==> src/hdl/uaf_pkg.sv <==
// ----------------------------------------------------------------------------
// uaf_pkg
// Types, codes and helper functions shared by the anisotropy field block.
// ----------------------------------------------------------------------------
package uaf_pkg;

  // 1.0 in Q8.24
  localparam logic [31:0] ONE_Q24 = 32'h0100_0000;

  // Register indexes on the configuration port
  typedef enum logic [2:0] {
    CFG_K_FIRST     = 3'd0,
    CFG_K_SECOND    = 3'd1,
    CFG_INV_MOMENT  = 3'd2,
    CFG_FIELD_SCALE = 3'd3,
    CFG_AXIS_X      = 3'd4,
    CFG_AXIS_Y      = 3'd5,
    CFG_AXIS_Z      = 3'd6,
    CFG_INV_VOLUME  = 3'd7
  } cfg_idx_e;

  // Right shift applied to a product by the shared multiplier
  typedef enum logic [1:0] {
    SH_0,
    SH_23,
    SH_24
  } shift_e;

  // Sequencer states, one per step of the per-item schedule
  typedef enum logic [4:0] {
    S_IDLE,
    S_MX,
    S_MY,
    S_MZ,
    S_D,
    S_D2,
    S_U,
    S_K2A,
    S_K2B,
    S_BR,
    S_G,
    S_H,
    S_FX,
    S_FY,
    S_FZ,
    S_E,
    S_SUM,
    S_MAG,
    S_DLO,
    S_DHI,
    S_Q,
    S_OUT
  } state_e;

  typedef struct packed {
    logic signed [31:0] moment_x;
    logic signed [31:0] moment_y;
    logic signed [31:0] moment_z;
    logic               occupied;
    logic               sweep_end;
  } in_item_t;

  typedef struct packed {
    logic signed [31:0] field_x;
    logic signed [31:0] field_y;
    logic signed [31:0] field_z;
    logic signed [31:0] cell_energy;
    logic signed [47:0] energy_density;
    logic               density_valid;
  } out_item_t;

  typedef struct packed {
    logic signed [31:0] k_first;
    logic signed [31:0] k_second;
    logic        [31:0] inv_moment;
    logic        [31:0] field_scale;
    logic signed [31:0] axis_x;
    logic signed [31:0] axis_y;
    logic signed [31:0] axis_z;
    logic        [31:0] inv_volume;
  } cfg_t;

  // One operation for the shared multiplier
  typedef struct packed {
    logic signed [32:0] a;
    logic signed [32:0] b;
    shift_e             sh;
  } op_t;

  // Clamp a wide signed value to signed 32 bits
  function automatic logic signed [31:0] sat32(input logic signed [65:0] x);
    logic signed [31:0] r;
    if (x > 66'sd2147483647) begin
      r = 32'sh7FFF_FFFF;
    end else if (x < -66'sd2147483648) begin
      r = 32'sh8000_0000;
    end else begin
      r = x[31:0];
    end
    return r;
  endfunction

endpackage

==> src/hdl/uaf_cfg.sv <==
// ----------------------------------------------------------------------------
// uaf_cfg
// Configuration register file, written by index, read as one struct.
// ----------------------------------------------------------------------------
module uaf_cfg import uaf_pkg::*; (
  input  logic        clk_i,
  input  logic        rst_ni,
  input  logic        we_i,
  input  logic [2:0]  idx_i,
  input  logic [31:0] data_i,
  output cfg_t        cfg_o
);

  cfg_t cfg_q;

  // Write the addressed register
  always_ff @(posedge clk_i or negedge rst_ni) begin
    if (!rst_ni) begin
      cfg_q.k_first     <= '0;
      cfg_q.k_second    <= '0;
      cfg_q.inv_moment  <= ONE_Q24;
      cfg_q.field_scale <= ONE_Q24;
      cfg_q.axis_x      <= ONE_Q24;
      cfg_q.axis_y      <= '0;
      cfg_q.axis_z      <= '0;
      cfg_q.inv_volume  <= '0;
    end else if (we_i) begin
      unique case (cfg_idx_e'(idx_i))
        CFG_K_FIRST:     cfg_q.k_first     <= data_i;
        CFG_K_SECOND:    cfg_q.k_second    <= data_i;
        CFG_INV_MOMENT:  cfg_q.inv_moment  <= data_i;
        CFG_FIELD_SCALE: cfg_q.field_scale <= data_i;
        CFG_AXIS_X:      cfg_q.axis_x      <= data_i;
        CFG_AXIS_Y:      cfg_q.axis_y      <= data_i;
        CFG_AXIS_Z:      cfg_q.axis_z      <= data_i;
        CFG_INV_VOLUME:  cfg_q.inv_volume  <= data_i;
      endcase
    end
  end

  assign cfg_o = cfg_q;

endmodule

==> config.mk <==
export PLATFORM = sky130hd
export DESIGN_NAME = uaf_cfg
export DESIGN_NICKNAME = d
export VERILOG_FILES = /design/src/hdl/uaf_pkg.sv /design/src/hdl/uaf_cfg.sv
export SDC_FILE = /design/constraint.sdc
export NUM_CORES = 1
export LEC_CHECK = 0
export ABC_AREA = 1
export ABC_CLOCK_PERIOD_IN_PS = 1200
export BUFFER_PORTS_ARGS = -buffer_cell sky130_fd_sc_hd__clkbuf_2
export CAP_MARGIN = 20
export CORE_ASPECT_RATIO = 0.8
export CORE_MARGIN = 8
export CORE_UTILIZATION = 37
export DETAILED_ROUTE_END_ITERATION = 8
export PLACE_DENSITY = 0.68
export SYNTH_ARGS = -nofsm -noshare
export SYNTH_HDL_FRONTEND = slang
export SYNTH_SLANG_ARGS = --single-unit
==> constraint.sdc <==
create_clock -name clk_i -period 1.2 [get_ports clk_i]
set_clock_uncertainty 0.15 [all_clocks]
set_input_delay 0.06 -clock clk_i [delete_from_list [all_inputs] [get_ports clk_i]]
set_output_delay 0.06 -clock clk_i [all_outputs]
set_load 0.05 [all_outputs]
---- After elaboration in Yosys (flattened, before gate mapping) ----
Cells that the tools add are included.
word-level totals
  register bits ........................... 256
  output and inout port bits .............. 256
  word-level logic and storage cells ...... 24
cells by class
  equal/unequal tests ..................... 7
  reduce and logical (&&, ||, !) cells .... 9
operators with widths
  cell                                                  count
  AND reduction 2 bit                                   8
  equality test 3 bit (second input constant)           4
  equality test 3 x 2 -> 1 bit (second input constant)  2
  equality test 3 x 1 -> 1 bit (second input constant)  1
  logical NOT 3 bit                                     1

---- Longest topological paths before layout ----
Gate-level depths: netlist (run 1).
  word-level depth ........................ 2
  gate-level depth with buffers ........... 6
  depth with buffers taken out ............ 5

---- Worst setup path before layout (run 1) ----
Ideal clock, no wire load.
  kind .................................... input to register
  start ................................... input port we_i
  end ..................................... register cfg_q (netlist bit cfg_o[229])
  arrival ................................. 850 ps
  required time ........................... 985 ps
  setup slack ............................. 134 ps
  stages on the path ...................... 6
  buffers on the path ..................... 2
  path through ............................ inv_1 nor2_2 buf_2 buf_2 nand3_1 nand2_1
on the way
  word-level cells in the longest chain between the ends .. 1
ends and longest elaborated chain
  item                           line           RTL
  start: declaration             uaf_cfg.sv:8   input logic we_i,
  AND reduction 2 bit (no line)  -
  end: declaration               uaf_cfg.sv:14  cfg_t cfg_q;
Every way passes these cells.
A chain may end at the register's enable or synchronous reset.

---- Worst setup path after layout (run 1) ----
  start ................................... register cfg_q (netlist bit cfg_o[120])
  end ..................................... output port cfg_o[120] (netlist bit)
RTL lines
  item              line           RTL
  end: declaration  uaf_cfg.sv:11  output cfg_t cfg_o
No word-level cell between the ends.

==> results.txt, run 1 <==
The flow ran to the end, but the final reports show violations. The final reports fail on negative hold slack, negative setup slack. The number of antenna violations at the first check in global routing was 0. The post-synthesis register bit count was 256; the total DRC errors in the routed layout was 0. A synthesized cell averages 8.73 sq um. The floorplan step defined a core boundary enclosing 26900 sq um. The logs give 0 for the number of antenna-violating nets in the routed design and -133 ps for the worst slack on hold paths. At the pin with the least slew margin, the transition time is 430 ps. The dominant combinational cell family by area after synthesis is simple AND/OR/NAND/NOR gates. Input and output buffers added on the ports amount to 293. The number of fill cells in the layout is 1921, and the minimum clock period after layout is 1470 ps. The tree built by TritonCTS fans out to 256 sinks.

The kind of cell adding the most delay to the critical path is flip-flops. The logs give 0.237 for the portion of total power attributed to the clock network and 54 for the number of rows created at floorplan. Maximum fanout encountered on the critical timing path: 2.

The parity-gate share of the synthesized area counting xor and xnor cells came out at 0. Data on the critical path arrives at its endpoint at 1260 ps. For the overall global routing resource usage, the log shows 0.242. For the largest buffer count on any clock path, the log shows 3. Including well taps, the total number of placed cells is 1768. The post-synthesis simple-gate area fraction was 0.313; the synthesized net count was 1183.

For the worst flop-to-flop path, the logic depth is 5. The cell with the largest stage delay on the worst path was sky130_fd_sc_hd__dfstp_2. The layout overhead on the synthesized area was 72.4%; the power share of the sequential group was 0.337. Summed over all layers, the routed wires come to 44000 microns. Portion of netlist area occupied by mux cells: 0. The largest net degree at the start of global routing is 43. In this run the count of I/O pins placed on the die edge is 294. The iteration count of the initial detailed-routing pass is 7, and the final weighted congestion in routability-driven placement is 0.786. Dividing the detail-routed wire length by the instance count gives 22.0 microns. In the final layout, flip-flops and latches occupy 6410 sq um. The number of clock buffers inserted by TritonCTS is 28. The tools report the number of H-tree levels as 1.

The logs give 938 for the first-iteration detailed-routing DRC count and 24900 microns for the placed wire-length estimate after detailed placement. Derived from the worst setup path, the maximum achievable clock frequency is 682 MHz. The worst register-to-register path ends at cfg_o[8]$_DFFE_PN0P_. For this run, the post-layout net count is 1657. The fraction of final layout cells with drive strength greater than 1 was 0.341; the placed instance area was 12200 sq um. For the relative max-transition margin, the log shows 0.713. The most critical setup path has its startpoint at cfg_o[120]$_DFFE_PN1P_.

The starting density of the core was 0.372. The analysis attributes to net switching a power of 14.3 mW. The worst setup path is launched from a register. After global routing the overflow that remains totals 0. The number of warnings reported in the yosys synthesis log was 0; the count of vias placed by the detailed router was 10200.

The adder and majority cell fraction of the synthesized area works out to 0. Setup repair after global routing could not meet its margin everywhere. Total non-filler cell area in the finished layout: 17200 sq um. The portion of the post-synthesis area used by sequential elements was 0.641. The post-synthesis cell type count was 12; the power density over cell area was 2080 nW/um^2. Dividing the detail-routed via count by the number of cells gives 5.10. The share of the clock period used by the worst path after layout came out at 1.22. In this run the horizontal extent of the chip is 200 microns.

The combinational fraction of design power was 0.427. The proportion of netlist area held by the largest area contributor is 0.633. The total leakage power came out at 9.22 nW. The flip-flop count of the largest register, all copies and words added was 256.

Prior to clock tree synthesis, the placed netlist has a worst setup slack of -193 ps. After the flow finishes, the layout carries non-filler instances totaling 2001. The footprint of the multi-input gates is 3200 sq um.

The min-delay analysis places its worst path in the category input port to asynchronous set/reset pin. The logs give 10100 for the via count of the first global-routing pass and 61000 microns for the first-pass GRT wire length. The share of total power consumed by net switching works out to 0.399.

The maximum VDD drop was 1370 uV; the final standard cell utilization of the core was 0.641. The endpoint kind of the worst setup timing path is an output port. After layout, the design draws a total of 35.8 mW. 0 antenna diodes ended up in the layout. Measured along the y axis, the die boundary spans 163 microns. The final number of hold-violating endpoints is 24, and the CTS clock-pin slew for the worst setup and hold paths is 60 ps. The startpoint of the worst register-to-register path is cfg_o[8]$_DFFE_PN0P_. Synthesis handed over a netlist of 1145 instances.

The die covers 32600 sq um. The cell sitting at the root of the clock tree is a sky130_fd_sc_hd__clkbuf_16. The max capacitance violation total is 0. The critical path buffer and inverter count was 1; the final worst slack was -266 ps. The critical path class is register to output port. The signal on the critical path passes through clkbuf_16. The number of pins exceeding their max-slew limit in the final report is 0. Largest stage delay on the critical path: 560 ps. At the worst endpoint, the required time is 990 ps.

Sorting the synthesized cells by area gives the leading types as sky130_fd_sc_hd__dfrtp_1, sky130_fd_sc_hd__nand2_1, sky130_fd_sc_hd__nand3_1. Setup violations remaining at the end of the flow were counted as 348. The library cells used most frequently in the layout, excluding fill and tap cells, are sky130_fd_sc_hd__nand2_1, sky130_fd_sc_hd__buf_8, sky130_fd_sc_hd__dfrtp_1, sky130_fd_sc_hd__buf_4, sky130_fd_sc_hd__nand3_1. The fraction of the mapped netlist area in compound gates works out to 0. The internal power of the cells totals 21.5 mW. TritonCTS built the clock tree. The library cell used most frequently in the layout, excluding fill and tap cells, is sky130_fd_sc_hd__nand2_1. The area of the mapped netlist is 10000 sq um. The reg-to-reg setup timing slack came out at 40 ps. The cell accounting for the most synthesized area was sky130_fd_sc_hd__dfrtp_1. The clock latency at the later pin of the worst-skew pair came out at 530 ps.
[per-layer routing]
metal / part of all wire / global-route usage / vias up
met5: 0 / 0 / -
met4: 0.038 / 0.0962 / 0
met3: 0.097 / 0.0653 / 124
met2: 0.49 / 0.393 / 619
met1: 0.38 / 0.306 / 5002
li1: - / - / 4459
[synth_stat cells (all sizes together)]
cell type / n
nor2: 8
nand2: 653
clkinv: 1
clkbuf: 59
inv: 5
nand3: 128
buf: 35
dfrtp: 253
dfstp: 3
[cell type report]
cell class              instances  area share
well taps                     364      0.0264
clock inverters                 7     0.00385
clock buffers                  41      0.0476
repair buffers                538       0.363
flip-flops and latches        256       0.372
multi-input cells             789       0.186
inverters                       6     0.00152
[through the flow]
step,hold slack [ps],TNS (ps)
2_1_floorplan,-386,0
3_3_place_gp,-150,-11240
3_5_place_dp,-147,-22500
4_1_cts,-196,-56350
5_1_grt,-118,-45020
6_report,-133,-33180
[how the worst max path moves through the flow]
stage                                   endpoint  cells after the start
after floorplan           cfg_o[229]$_DFFE_PN0P_                      6
after global placement     cfg_o[11]$_DFFE_PN0P_                      7
after detailed placement   cfg_o[17]$_DFFE_PN0P_                      7
after CTS                             cfg_o[120]                      1
after global routing                  cfg_o[120]                      1
final                                 cfg_o[120]                      1
[power by group through the flow]
stage          registers [mW]  logic [mW]  clock network, mW
3_3_place_gp             11.5        10.1                  0
5_1_grt                  12.2        15.9               8.93
3_5_place_dp             11.5        10.2                  0
2_1_floorplan            17.0        1.57                  0
6_report                 12.0        15.3               8.48
4_1_cts                  11.6        13.5               8.57
[logic make-up (layout without fill, tap and decap cells)]
| logic type | Yosys count | after routing |
|---|---|---|
| DFF | 256 | 256 |
| and+or+nand+nor | 789 | 789 |
| buffers and inverters | 100 | 592 |
[worst register-to-register path, stage by stage, from the launching register on]
cell and delay (ps):
sky130_fd_sc_hd__dfrtp_1 400, sky130_fd_sc_hd__buf_4 140, sky130_fd_sc_hd__buf_4 120, sky130_fd_sc_hd__buf_4 120
sky130_fd_sc_hd__nand2_1 70, sky130_fd_sc_hd__nand2_1 60
[what timing repair did]
item	in CTS	in global routing
gates resized for setup	515	264
pin swaps	0	3
cloned	0	0
hold endpoints to repair	512	26
setup endpoints to repair	256	511
buffers inserted	65	84
hold buffers	36	2
(Power assumes the default switching activity.)
==> run 2: changes to the inputs <==
--- a/config.mk
+++ b/config.mk
@@ -11,9 +11,9 @@
 export CAP_MARGIN = 20
 export CORE_ASPECT_RATIO = 0.8
 export CORE_MARGIN = 8
-export CORE_UTILIZATION = 37
+export CORE_UTILIZATION = 30
 export DETAILED_ROUTE_END_ITERATION = 8
-export PLACE_DENSITY = 0.68
+export PLACE_DENSITY = 0.59
 export SYNTH_ARGS = -nofsm -noshare
 export SYNTH_HDL_FRONTEND = slang
 export SYNTH_SLANG_ARGS = --single-unit
==> run 2 against run 1 <==
- highest routed layer unchanged
- hold slack better by 38 ps
- fmax decreased by 0.67%
- critical endpoint is now cfg_o[184]
- via count is 6.5% lower
- sequential share of layout area up 0.39 points
- largest cell class unchanged
- utilization is 12 points lower
- clock-buffer cell count is 1 higher
- sequential power barely moved
- critical path type unchanged
- cell area down 1.0%
- worst setup slack worse by 9.9 ps
- clock power is 1% lower
- the flow still finishes with violations (negative hold slack, negative setup slack)
- largest power group unchanged
==> results.txt, run 2 (synthesized netlist as in run 1, its figures left out) <==
The tools report the endpoint kind of the worst setup timing path as an output port. The worst slack on hold paths is -95.2 ps, and the number of antenna-violating nets in the routed design is 0. The floorplan step set the die width to 220 microns. The average wire per cell in the routed design came out at 20.9 microns. The logs give 21.2 mW for the internal cell power and 1 for the number of H-tree levels. The met1 usage in global routing was 0.256. The critical path class is register to output port. The clock latency at the later pin of the worst-skew pair was 530 ps. The tools report the largest buffer count on any clock path as 3. The run gives 13.9 mW as the switching component of the power.

The library cells used most frequently in the layout, excluding fill and tap cells, are sky130_fd_sc_hd__nand2_1, sky130_fd_sc_hd__buf_8, sky130_fd_sc_hd__dfrtp_1, sky130_fd_sc_hd__buf_4, sky130_fd_sc_hd__nand3_1. The final reports fail on negative hold slack, negative setup slack. The run gives 0.665 as the relative max-transition margin. Setup repair after global routing could not meet its margin everywhere. The worst path in the final design needs a cycle of 1480 ps, including I/O delays and setup. The number of vias per cell after detailed routing was 4.71.

For the max capacitance violation total, the log shows 0. In this run the tool buffered the top-level ports with 293 buffer cells. The overall global routing resource usage was 0.200; the iteration count of the initial detailed-routing pass was 5. The layout overhead on the synthesized area was 70.6%; the required time at the endpoint of the critical path was 990 ps. The clock root buffer is sky130_fd_sc_hd__clkbuf_16. For this block, the routed nets add up to 42300 microns of wire. First-iteration detailed-routing DRC count: 913. The core region is 32700 sq um.

TritonCTS built the clock tree. The kind of launch point of the worst setup path was a register. The largest stage delay on the critical path was 560 ps; the portion of total power attributed to the clock network was 0.239.

The run gives 0.419 as the combinational fraction of design power. The share of the clock period used by the worst path after layout was 1.23; the arrival time of the worst setup path was 1270 ps. The starting density of the core came out at 0.306. In this run the core area contains 59 standard-cell rows.

The final worst slack is -276 ps. The critical path buffer and inverter count is 1, and the number of antenna violations at the first check in global routing is 1. In this run, CTS created clock tree buffers numbering 27. The final weighted congestion in routability-driven placement was 0.793.

At the pin with the least slew margin, the transition time is 503 ps. Excluding fillers, the count of instances in the completed layout stands at 2025. For the power share of the sequential group, the log shows 0.342. The achievable frequency was 678 MHz; the met2 layer usage reported by global route was 0.325. The height of the die works out to 179 microns.

The flow ran to the end, but the final reports show violations. Across the VDD grid, the largest voltage drop is 1070 uV. The most common cell after layout, fill and taps aside is sky130_fd_sc_hd__nand2_1. Flip-flop count of the largest register, all copies and words added: 256. For this run the aggregate overflow at the end of global routing stands at 0. The fraction of final layout cells with drive strength greater than 1 was 0.322.

The critical path goes through clkbuf_16. On the critical path, the stage with the largest delay is an instance of sky130_fd_sc_hd__dfstp_2. The kind of cell adding the most delay to the critical path was flip-flops. In this run the static leakage power is 9.03 nW. The maximum fanout encountered on the critical timing path was 2. The min-delay analysis places its worst path in the category input port to asynchronous set/reset pin. Final net count: 1615.

The die area was 39500 sq um. The CTS clock-pin slew for the worst setup and hold paths was 60 ps; the largest net degree at the start of global routing was 42. For the first-pass GRT wire length, the log shows 60100 microns.

After detailed routing, the number of remaining DRC violations is 0. The power density over cell area is 2060 nW/um^2. Including well taps, the total number of placed cells is 1833. Pin placement for this block handled 294 I/O pins. The final-report setup violation count is 257, and the final number of hold-violating endpoints is 32. After global routing, the most crowded layer is met2. For the via count of the first global-routing pass, the log shows 9732.

The detailed router placed 9537 vias in this run. The share of total power consumed by net switching was 0.396. The number of pins exceeding their max-slew limit in the final report is 0. The global-route track usage on met3 was 0.0614; the placed wire-length estimate after detailed placement was 26200 microns.

The tools report the total number of clock tree sinks as 256.
==> run 2: repair_timing <==
action | CTS | global route
buffers inserted | 52 | 52
hold endpoints to repair | 512 | 60
pin swaps | 0 | 2
resized for setup | 515 | 255
cloned | 0 | 2
endpoints found under the setup margin | 256 | 426
hold buffers | 36 | 2
==> run 2: metal layers <==
metal,up-vias,part of all wire,wire length [microns]
met3,78,0.087,3690
met2,429,0.48,20200
met4,0,0.029,1230
li1,4372,-,-
met5,-,0,0
met1,4658,0.41,17200
==> run 2: through the flow <==
stage | util | power [mW] | worst slack (ps) | cell area (sq um) | setup TNS (ps)
4_1_cts | 0.498 | 33.5 | -306 | 16300 | -43140
6_report | 0.522 | 35.1 | -276 | 17100 | -30030
3_5_place_dp | 0.379 | 21.7 | -219 | 12400 | -33610
2_1_floorplan | - | 18.6 | 134 | 10000 | 0
3_3_place_gp | 0.379 | 21.6 | -201 | 12400 | -24250
5_1_grt | 0.522 | 36.3 | -318 | 17100 | -39950
==> run 2: worst paths after layout <==
kind                                              from                      to  slack, ps  cells past startpoint
min in group clk_i                            idx_i[1]  cfg_o[212]$_DFFE_PN0P_        -10                      5
worst max-delay path            cfg_o[184]$_DFFE_PN1P_              cfg_o[184]       -280                      1
worst min-delay path                            rst_ni   cfg_o[15]$_DFFE_PN0P_       -100                      2
worst max register to register  cfg_o[100]$_DFFE_PN0P_  cfg_o[100]$_DFFE_PN0P_         30                      5
max in group asynchronous                       rst_ni  cfg_o[197]$_DFFE_PN0P_        410                      3
worst min register to register  cfg_o[184]$_DFFE_PN1P_  cfg_o[184]$_DFFE_PN1P_        340                      2
==> run 2: cell type report <==
class / count / area, sq um
fillers: 2776 / 15600
flip-flops and latches: 256 / 6410
repair buffers: 497 / 6030
multi-input cells: 789 / 3190
clock buffers: 42 / 782
well taps: 427 / 534
clock inverters: 7 / 88.8
inverters: 6 / 22.5
diodes: 1 / 2.50
==> run 2: power by group through the flow <==
stage / Sequential, mW / Combinational (mW) / Clock (mW)
after detailed placement: 11.5 / 10.3 / 0
after floorplan: 17.0 / 1.57 / 0
final: 12.0 / 14.7 / 8.38
after global routing: 12.1 / 15.4 / 8.84
after CTS: 11.6 / 13.4 / 8.50
after global placement: 11.5 / 10.2 / 0
==> run 3: changes to the inputs <==
--- a/config.mk
+++ b/config.mk
@@ -11,9 +11,9 @@
 export CAP_MARGIN = 20
 export CORE_ASPECT_RATIO = 0.8
 export CORE_MARGIN = 8
-export CORE_UTILIZATION = 30
+export CORE_UTILIZATION = 40
 export DETAILED_ROUTE_END_ITERATION = 8
-export PLACE_DENSITY = 0.59
+export PLACE_DENSITY = 0.72
 export SYNTH_ARGS = -nofsm -noshare
 export SYNTH_HDL_FRONTEND = slang
 export SYNTH_SLANG_ARGS = --single-unit
==> run 3 against run 2 <==
- the flow still finishes with violations (negative hold slack, negative setup slack)
- largest cell class unchanged
- largest power group unchanged
- utilization up 18 points
- routed wire length up 7.3%
- die area down 23%
==> results.txt, run 3 (synthesized netlist as in run 1, its figures left out) <==
The flow ran to the end, but the final reports show violations. The final reports fail on negative hold slack, negative setup slack. Grouping stages by cell kind, the critical path spends the most delay in flip-flops. In the final routed layout, each cell accounts on average for 23.4 microns. Starting density of the core: 0.409. The first routing iteration left 1163 violations. The floorplan step defined a core boundary enclosing 24400 sq um. The number of buffers inserted by port buffering was 293; the minimum clock period after layout was 1480 ps. Summing all multi-input logic gate instances after layout gives 3190 sq um. The number of clock buffers inserted by TritonCTS was 26; the largest buffer count on any clock path was 3. The maximum fanout encountered on the critical timing path is 2. The run gives 1638 as the final net count.

For the number of top-level design ports, the log shows 294. TritonCTS built the clock tree. The run gives 0.266 as the overall global routing resource usage. Setup violations remaining at the end of the flow were counted as 256.

In this run the remaining antenna-violating nets after routing total 0. The number of antenna violations at the first check in global routing is 3. Leaving out fill and tap cells, the most frequent cell in the layout is sky130_fd_sc_hd__nand2_1. For the pin with the worst max-slew slack, the measured transition is 446 ps. For the worst setup path, the data arrival time is 1270 ps. The number of H-tree levels is 1, and the setup TNS is -28330 ps.

The layout overhead on the synthesized area was 70.6%; the placed wire-length estimate after detailed placement was 24900 microns. Dividing the detail-routed via count by the number of cells gives 5.40. The met2 layer usage reported by global route is 0.431.

In the layout the commonest cells are sky130_fd_sc_hd__nand2_1, sky130_fd_sc_hd__buf_8, sky130_fd_sc_hd__dfrtp_1, sky130_fd_sc_hd__buf_4, sky130_fd_sc_hd__nand3_1. The first global-routing pass estimated 61900 microns of wire. The achievable frequency is 675 MHz, and the count of vias placed by the detailed router is 10500. The slowest stage of the critical path belongs to the cell sky130_fd_sc_hd__dfstp_2. The tools report the endpoint kind of the worst setup timing path as an output port.

Summing all flip-flop and latch instances after layout gives 6410 sq um. The cell sitting at the root of the clock tree is a sky130_fd_sc_hd__clkbuf_16. The CTS clock-pin slew for the worst setup and hold paths is 70 ps, and the clock latency at the later pin of the worst-skew pair is 520 ps. The post-placement worst setup slack is -248 ps, and the final number of hold-violating endpoints is 18. Across the run, the number of max-cap violations was 0. Setup repair after global routing could not meet its margin everywhere. Once placement finished, the instance area stood at 12100 sq um. For this run, design rule violations remaining after detail routing come to 0.

VDD sags by at most 1110 uV. For the worst setup path, the data required time is 990 ps. The die is 157 microns tall. The critical path buffer and inverter count is 1.

After layout, the design draws a total of 35.6 mW. The tools report the final worst slack as -282 ps. The met1 usage in global routing was 0.324. The relative max-transition margin was 0.702.

The run gives 0.698 as the final standard cell utilization of the core. The share of the clock period used by the worst path after layout was 1.23. The run gives 0.838 as the final weighted congestion in routability-driven placement. The run gives 0.0858 as the global-route track usage on met3. The total wirelength of the detailed-routed design was 45400 microns; the largest stage delay on the critical path was 570 ps. The layer flagged by global routing as most heavily used is met2. The worst slack on hold paths is -177 ps. The worst hold path belongs to the class input port to asynchronous set/reset pin.

The iteration count of the initial detailed-routing pass was 6. Kind of launch point of the worst setup path: a register. Entering global routing, the biggest net connects 66 pins. The run gives 0 as the overflow left after global routing. The via count of the first global-routing pass was 10200; the instance count after placement with tap cells included was 1712.

In this run the static leakage power is 9.14 nW. The final non-filler cell total was 1940; the number of pins exceeding their max-slew limit in the final report was 0. The fraction of final layout cells with drive strength greater than 1 is 0.336, and the hold-fix buffer count after cts is 36. The critical path goes through clkbuf_16. The die covers 30300 sq um. Counting the fill cells in the layout gives 1551. With fillers left out, the area of the finished cells amounts to 17100 sq um.

The register with the most flip-flops in the layout has 256 of them. Critical path class: register to output port. In this run the core area contains 51 standard-cell rows. CTS saw 256 sinks. From left edge to right edge, the die measures 193 microns. Power spread over the standard cell area amounts to 2090 nW/um^2.
run 3: cell types whose count changed in the layout (fill, tap and decap cells not counted), sizes merged:
cell | previous run | this run
clkbuf | 83 | 77
diode | 1 | 2
inv | 5 | 6
clkinv | 6 | 10
dlygate4sd3 | 36 | 33
bufinv | 2 | 1
buf | 420 | 447
dlymetal6s4s | 0 | 1
run 3: final cells by class:
cell class              instances  share of cell area
multi-input cells             789               0.187
repair buffers                521               0.363
flip-flops and latches        256               0.376
clock buffers                  37              0.0447
diodes                          2            0.000293
well taps                     318              0.0233
inverters                       6             0.00132
clock inverters                11             0.00506
run 3: power breakdown:
part / switching [mW] / internal [mW]
sequential: 1.82 / 10.3
clock: 3.53 / 4.66
combinational: 9.04 / 6.28
run 3: final timing paths:
path	from	endpoint	slack (ps)	depth (start not counted)
min in group clk_i	we_i	cfg_o[144]$_DFFE_PN0P_	0	6
max in group asynchronous	rst_ni	cfg_o[120]$_DFFE_PN1P_	410	3
min reg2reg	cfg_o[184]$_DFFE_PN1P_	cfg_o[184]$_DFFE_PN1P_	350	2
min	rst_ni	cfg_o[17]$_DFFE_PN0P_	-180	2
max	cfg_o[184]$_DFFE_PN1P_	cfg_o[184]	-280	1
max reg2reg	cfg_o[28]$_DFFE_PN0P_	cfg_o[28]$_DFFE_PN0P_	50	4
run 3: metal layers:
layer | vias to the layer above | part of all wire
li1 | 4430 | -
met1 | 5054 | 0.36
met2 | 804 | 0.47
met3 | 195 | 0.13
met4 | 2 | 0.049
met5 | - | 0.00029
run 3: repair_timing:
action | CTS | global route
pin swaps | 0 | 3
hold endpoints to repair | 512 | 16
gates resized for setup | 515 | 265
setup endpoints to repair | 256 | 449
buffers inserted | 60 | 83
gates cloned | 0 | 1
